===== src/rtl/tfe_pkg.sv =====
package tfe_pkg;

  localparam int unsigned DataFileBytesDef = 1024;
  localparam int unsigned SearchSpanDef    = 20;

  localparam int unsigned CcBytes  = 15;
  localparam int unsigned UriBytes = 23;
  localparam int unsigned CfgIdxW  = 2;

  localparam logic [55:0] AppId      = 56'hD2_7600_0085_0101;
  localparam logic [47:0] SelPattern = 48'hA4_000C_0200_01;

  localparam logic [1:0] FuncSelect = 2'd0;
  localparam logic [1:0] FuncRead   = 2'd1;
  localparam logic [1:0] FuncUpdate = 2'd2;

  localparam logic [CfgIdxW-1:0] RegCapId  = CfgIdxW'(0);
  localparam logic [CfgIdxW-1:0] RegDataId = CfgIdxW'(1);

  localparam logic [15:0] CapIdReset  = 16'hE103;
  localparam logic [15:0] DataIdReset = 16'h0001;

  localparam logic [1:0] PhaseIdle = 2'd0;
  localparam logic [1:0] PhaseApp  = 2'd1;
  localparam logic [1:0] PhaseCc   = 2'd2;
  localparam logic [1:0] PhaseData = 2'd3;

  localparam logic [1:0] FileNone = 2'd0;
  localparam logic [1:0] FileCc   = 2'd1;
  localparam logic [1:0] FileData = 2'd2;

  typedef struct packed {
    logic        launch;
    logic [15:0] off;
    logic [7:0]  n;
    logic        cap;
  } rd_cmd_t;

  typedef struct packed {
    logic        valid;
    logic [63:0] chunk;
    logic [3:0]  nbytes;
    logic        last;
  } rd_res_t;

  function automatic logic [7:0] uri_byte(input logic [4:0] idx);
    logic [7:0] v;
    case (idx)
      5'd0:    v = 8'h00;
      5'd1:    v = 8'h15;
      5'd2:    v = 8'hD1;
      5'd3:    v = 8'h01;
      5'd4:    v = 8'h11;
      5'd5:    v = 8'h55;
      5'd6:    v = 8'h01;
      5'd7:    v = 8'h73;
      5'd8:    v = 8'h74;
      5'd9:    v = 8'h2E;
      5'd10:   v = 8'h63;
      5'd11:   v = 8'h6F;
      5'd12:   v = 8'h6D;
      5'd13:   v = 8'h2F;
      5'd14:   v = 8'h73;
      5'd15:   v = 8'h74;
      5'd16:   v = 8'h32;
      5'd17:   v = 8'h35;
      5'd18:   v = 8'h2D;
      5'd19:   v = 8'h64;
      5'd20:   v = 8'h65;
      5'd21:   v = 8'h6D;
      5'd22:   v = 8'h6F;
      default: v = 8'h00;
    endcase
    return v;
  endfunction

  function automatic logic [7:0] cc_byte(input logic [3:0] idx, input logic [15:0] dfid,
                                         input logic [15:0] fsize);
    logic [7:0] v;
    case (idx)
      4'd1:         v = 8'h0F;
      4'd2:         v = 8'h20;
      4'd4, 4'd6:   v = 8'h7F;
      4'd7:         v = 8'h04;
      4'd8:         v = 8'h06;
      4'd9:         v = dfid[15:8];
      4'd10:        v = dfid[7:0];
      4'd11:        v = fsize[15:8];
      4'd12:        v = fsize[7:0];
      default:      v = 8'h00;
    endcase
    return v;
  endfunction

endpackage


===== src/rtl/tfe_reader.sv =====
module tfe_reader #(
  parameter int unsigned DATA_FILE_BYTES = tfe_pkg::DataFileBytesDef,
  localparam int unsigned AW = $clog2(DATA_FILE_BYTES)
) (
  input  logic             clk_i,
  input  logic             rst_ni,
  input  tfe_pkg::rd_cmd_t cmd_i,
  input  logic [15:0]      data_file_id_i,
  output logic             re_o,
  output logic [AW-1:0]    raddr_o,
  input  logic [7:0]       rdata_i,
  output tfe_pkg::rd_res_t res_o,
  output logic             busy_o
);
  import tfe_pkg::*;

  localparam logic [15:0] FileSize = 16'(DATA_FILE_BYTES);

  logic        active_q, active_d;
  logic [15:0] off_q, off_d;
  logic [7:0]  n_q, n_d;
  logic        cap_q, cap_d;
  logic [7:0]  iss_q, iss_d;
  logic        pend_q, pend_d;
  logic [7:0]  pidx_q, pidx_d;
  logic [7:0]  cc_q, cc_d;
  logic [63:0] chunk_q, chunk_d;
  logic [16:0] addr;
  logic [2:0]  lane;
  logic [7:0]  cap_byte;
  logic        last_byte;

  always_comb begin
    active_d = active_q;
    off_d    = off_q;
    n_d      = n_q;
    cap_d    = cap_q;
    iss_d    = iss_q;
    pend_d   = 1'b0;
    pidx_d   = pidx_q;
    chunk_d  = chunk_q;
    addr     = {1'b0, off_q} + 17'(iss_q);
    cc_d     = cc_byte(addr[3:0], data_file_id_i, FileSize);
    re_o     = 1'b0;
    raddr_o  = addr[AW-1:0];
    res_o    = '0;

    if (active_q && iss_q != n_q) begin
      re_o   = !cap_q;
      pend_d = 1'b1;
      pidx_d = iss_q;
      iss_d  = iss_q + 8'd1;
    end

    lane      = pidx_q[2:0];
    cap_byte  = cap_q ? cc_q : rdata_i;
    last_byte = (pidx_q == n_q - 8'd1);
    if (pend_q) begin
      chunk_d = ((lane == 3'd0) ? 64'd0 : chunk_q) | (64'(cap_byte) << {lane, 3'b000});
      if (lane == 3'd7 || last_byte) begin
        res_o.valid  = 1'b1;
        res_o.chunk  = chunk_d;
        res_o.nbytes = {1'b0, lane} + 4'd1;
        res_o.last   = last_byte;
      end
      if (last_byte) begin
        active_d = 1'b0;
      end
    end

    if (cmd_i.launch) begin
      active_d = 1'b1;
      off_d    = cmd_i.off;
      n_d      = cmd_i.n;
      cap_d    = cmd_i.cap;
      iss_d    = 8'd0;
      pend_d   = 1'b0;
    end
  end

  always_ff @(posedge clk_i or negedge rst_ni) begin
    if (!rst_ni) begin
      active_q <= 1'b0;
      pend_q   <= 1'b0;
      iss_q    <= '0;
    end else begin
      active_q <= active_d;
      pend_q   <= pend_d;
      iss_q    <= iss_d;
    end
  end

  always_ff @(posedge clk_i) begin
    off_q   <= off_d;
    n_q     <= n_d;
    cap_q   <= cap_d;
    pidx_q  <= pidx_d;
    cc_q    <= cc_d;
    chunk_q <= chunk_d;
  end

  assign busy_o = active_q;

endmodule


===== config.mk =====
export PLATFORM = sky130hd
export DESIGN_NAME = tfe_reader
export DESIGN_NICKNAME = d
export VERILOG_FILES = /design/src/rtl/tfe_pkg.sv /design/src/rtl/tfe_reader.sv
export SDC_FILE = /design/constraint.sdc
export NUM_CORES = 1
export LEC_CHECK = 0
export ABC_AREA = 0
export BUFFER_PORTS_ARGS = -buffer_cell sky130_fd_sc_hd__buf_2
export CORE_AREA = 2 2 96 191
export CTS_CLUSTER_DIAMETER = 40
export DETAILED_ROUTE_END_ITERATION = 8
export DIE_AREA = 0 0 98 193
export SLEW_MARGIN = 20
export SYNTH_ARGS = -nofsm -noshare
export SYNTH_HDL_FRONTEND = slang
export SYNTH_SLANG_ARGS = --single-unit

===== constraint.sdc =====
create_clock -name clk_i -period 10.3 [get_ports clk_i]
set_input_delay 1.545 -clock clk_i [delete_from_list [all_inputs] [get_ports clk_i]]
set_output_delay 1.545 -clock clk_i [all_outputs]
set_load 0.005 [all_outputs]

# After elaboration in Yosys (flattened, before gate mapping)
# Index checks and enable logic that the tools add are counted.
# W data, S select, Z words.
[word_totals]
register_bits = 109
latch_bits = 0
ram_bits = 0
rom_bits = 0
input_bits = 52
output_inout_bits = 82
elab_cells = 50
n_memories = 0
[op_classes]
n_addsub = 4
mul = 0
n_div = 0
magnitude_cmp = 0
n_eq_ne = 12
shift = 1
mux = 13
n_bitwise = 1
reduce_logical = 10
[op_table]
columns = ["op", "n"]
rows = [
  ["$mux W70", 2],
  ["$mux W64", 1],
  ["$or A64 B64 Y64", 1],
  ["$shl A8 B6 Y64", 1],
  ["$pmux W8 S7", 1],
  ["$mux W8", 3],
  ["$eq A4 B4 Y1 const B", 4],
  ["$eq A4 B3 Y1 const B", 3],
  ["$add A10 B8 Y10", 1],
  ["$add A8 B1 Y8 const B", 1],
  ["$eq A8 B8 Y1", 1],
  ["$ne A8 B8 Y1", 1],
  ["$sub A8 B1 Y8 const B", 1],
  ["$mux W1", 6],
  ["$reduce_bool A2 Y1", 3],
  ["$add A3 B1 Y4 const B", 1],
  ["$eq A4 B1 Y1 const B", 1],
  ["$eq A4 B2 Y1 const B", 1],
  ["$reduce_or A2 Y1", 2],
  ["$eq A3 B3 Y1 const B", 1],
  ["$logic_not A3 Y1", 1],
  ["$reduce_and A2 Y1", 1],
  ["$logic_and A1 B1 Y1", 1],
  ["$logic_not A1 Y1", 1],
  ["$logic_or A1 B1 Y1", 1],
]

# Logic depth before layout (Yosys ltp)
[depth]
depth_word = 5
depth_mapped = 9
depth_no_buf = 8

# Worst setup path before layout
# Ideal clock, no wire load.
[synth_path]
path_type = "register to output"
start = "reg pend_q"
end = "out res_o[62] (netlist name)"
arrival_time_ns = 3.013
required_time_ns = 8.755
slack_ns = 5.742
path_stages_with_launch = 7
path_buffers = 2
cell_sequence = "dfrtp_1 nand3_1 nor4b_2 a22oi_2 buf_4 buf_4 nor3b_2"
[synth_rtl]
columns = ["element", "line_no", "rtl"]
rows = [
  ["start, declared", "tfe_reader.sv:24", "logic pend_q, pend_d;"],
  ["start signal, assigned", "tfe_reader.sv:88", "pend_q <= pend_d;"],
  ["end, declared", "tfe_reader.sv:12", "output tfe_pkg::rd_res_t res_o,"],
]

==> results.md <==
- Status: complete, no violations
- Placer Congestion: 0.815
- Core area: ~18000 um^2
- CTS buffer count: 9
- Post-Syn Area: roughly 6000 um^2
- Fmax: between 200 and 250 MHz
- Post-DR vias/cell: 5.30
- First-pass GRT wire length: around 23 mm
- Mux cell area share after synthesis: 0.0319
- Top-Level Pins: 134
- M1 WL: 6.70 mm
- CTS Sinks: approximately 110
- Resize count post-CTS: 0
- WS Path Type: reg -> out
- CP Max Fanout: 69
- Total Neg Setup Slack: 0 ns
- H-tree Lvls: 3
- Type of the most critical hold path: reg -> reg
- Adder-cell share of the synthesized area: 0.0304
- Clock tree from TritonCTS: built
- Crit-path max cell delay: approximately 0.63 ns
- DRT iter0 DRCs: about 320
- Number of flops mapped to enable cells by yosys: 91
- Clock skew: around 0.014 ns
- Later-pin clock latency in the skew report: 0.36 ns
- DRT Wirelength: between 10 and 15 mm
- Routed vias: roughly 4600
- Static leakage: approximately 2.8 nW
- Yosys warning count: 0
- Top sig layer: met5
- CP most frequent cell: buf_4
- Slowest-stage cell, CP: buf_4
- Fraction of the cycle the final worst path needs: 0.465
- WHS: 0.561 ns
- Synth Area in Compound Gates: 0.102
- Number of global-route vias before repair: 4246
- Initial DRT Pass Iterations: 5
- ANT nets after route: 0
- Simple-Gate Fraction of Synth Area: 0.233
- XOR/XNOR share of the synthesized area: 0.0365
- Register area share after synthesis: 0.524
- Post-cts hold buffer count: 0
- Max Root-Sink Buffers: 2
- Diode count: 0
- VDD IR max: 0.0000914 V
- Mapped Cells: ~550
- Max transition margin: 0.403
- RSZ-0062 raised after global routing: false
- Yosys cell types: between 60 and 70
- Initial antenna violation count: 3
- Setup Buffers After CTS: 0
- Row count: 69
- Worst EP arrival: 3.24 ns
- CP Launch Point: pend_q$_DFF_PN0_
- Final WS setup: 5.51 ns
- Measured slew at the worst slew-check pin: 0.896 ns
- Mean post-synth cell area: 11.0 um^2
- Max Cap Viol: 0
- #FFs+latches synth: roughly 110
- Tmin final: roughly 4.8 ns
- Largest family of logic cells by synthesized area: simple AND/OR/NAND/NOR gates
- Dpl ws: roughly 5.8 ns
- Height of the chip: 193 um
- Post-synth ARST share: 0.0917
- Largest net degree at the start of global routing: 70
- Post-DR wirelength/cell: roughly 17 um
- Reg clk slew, reported paths: ~0.080 ns
- Worst R2R Start: iss_q[0]$_DFFE_PN0P_
- Max-slew violations: 0
- Ratio of cells with drive above 1 in the final layout: 0.298
- CP Cell Sequence: buf_4 -> nand3_1 -> nor4b_2 -> a22oi_2 -> buf_4 -> nor4_1 -> buf_2
- CP endpoint kind: output port
- Count of final hold-check violations: 0
- Met2 Wirelength: slightly below 7 mm
- GRT Util Overall: 0.157
- Post-DP HPWL: around 10 mm
- Critical Path RT: 8.76 ns
- Initial core utilization: 0.343
- Nets@finish: 721
- CP Launch Type: flop
- Routed wl met3: about 1.2 mm
- PwrDens: 161 nW/um^2
- Ys flop type: edfxtp_1
- Die area: 18900 um^2
- Drt drc: 0
- Die span in x: just under 100 um
- Area grow syn2layout: 17.3%
- Gr ovfl total: 0
- Final Setup Violations: 0
- Hold wc startpoint: chunk_q[44]$_DFFE_PP_
- Syn Nets: ~600
- Port bufs: 127
- Root Driver: clkbuf_16
## cells in the final DEF, fill, tap and decap left out, types with 6 or more instances in the layout
master,instances
o21ai_0,49
a21oi_1,34
ha_1,13
nand3_1,18
mux2_2,9
nor3b_1,24
xor2_1,7
nor4_1,15
dfxtp_1,8
nor2b_1,8
nor3b_2,18
dfrtp_1,9
mux2i_1,9
xnor2_1,18
edfxtp_1,91
clkbuf_16,9
nand4_1,7
inv_1,13
nor3_1,6
nor2_1,45
nand2_1,52
buf_2,127
nor4_2,9
## final cells by class
| type | count | area [um^2] |
|---|---|---|
| Timing Repair Buffer | 132 | 686 |
| Sequential cell | 109 | 3140 |
| Multi-Input combinational cell | 389 | 2610 |
| Clock inverter | 6 | 55.1 |
| Tap cell | 213 | 267 |
| Inverter | 14 | 52.6 |
| Fill cell | 1780 | 10500 |
| Clock buffer | 10 | 229 |
## stage by stage
step	total power, W	area, um^2	instances	util
final	0.00113	7040	873	0.402
after global routing	0.00120	7040	873	0.402
after CTS	0.00114	7020	872	0.401
after detailed placement	0.000804	6740	856	0.384
after global placement	0.000799	6740	856	0.384
after floorplan	0.000733	6000	548	-
## synthesized netlist by cell type (13+ instances only)
cell type	instances	area [um^2]
edfxtp_1	91	2730
nand2_1	52	195
o21ai_0	49	245
nor2_1	45	169
a21oi_1	34	170
nor3b_1	24	180
clkbuf_1	21	78.8
nand3_1	18	90.1
nor3b_2	18	225
xnor2_1	18	158
nor4_1	15	93.8
ha_1	13	163
inv_1	13	48.8
## metal layers
metal  vias up  track usage
li1       2247            -
met1      2172        0.223
met2       182        0.236
met3        18       0.0404
met4         4       0.0459
met5         -            0
## cells by family (layout without fill, tap and decap cells)
kind of cell / count (synthesis) / after routing
fa+ha+maj: 14 / 14
simple gates: 226 / 226
compound gates: 106 / 106
flops: 109 / 109
buf+inv: 50 / 162
mux: 18 / 18
xor+xnor: 25 / 25
## power breakdown
part / switching (W) / internal (W) / total, W
sequential: 0.0000287 / 0.000541 / 0.000570
combinational: 0.000148 / 0.0000792 / 0.000227
clock: 0.000167 / 0.000169 / 0.000336
## registers in the layout, summed over array words and instances, names as in the netlist
name     count
busy_o       1
cc_q         8
iss_q        8
n_q          8
pend_q       1
cap_q        1
pidx_q       8
off_q       10
chunk_q     64
## critical path: cells and delay by family (launching register included)
| family | cells | cell delay, ns |
|---|---|---|
| flip-flops | 1 | 0.34 |
| AND/OR/NAND/NOR | 3 | 1.10 |
| buffers and inverters | 3 | 1.21 |
| AO/OA/AOI/OAI | 1 | 0.09 |
## final timing paths
kind | slack [ns] | endpoint | depth (start not counted)
max in group asynchronous | 9.03 | pend_q$_DFF_PN0_ | 1
hold reg to reg | 0.56 | chunk_q[44]$_DFFE_PP_ | 2
setup reg to reg | 7.55 | cc_q[1]$_DFF_P_ | 8
min in group asynchronous | 1.05 | busy_o$_DFFE_PN0P_ | 1
setup / recovery | 5.51 | res_o[58] | 7
hold / removal | 0.56 | chunk_q[44]$_DFFE_PP_ | 2
Note: power is estimated with default switching activity, not from simulation.
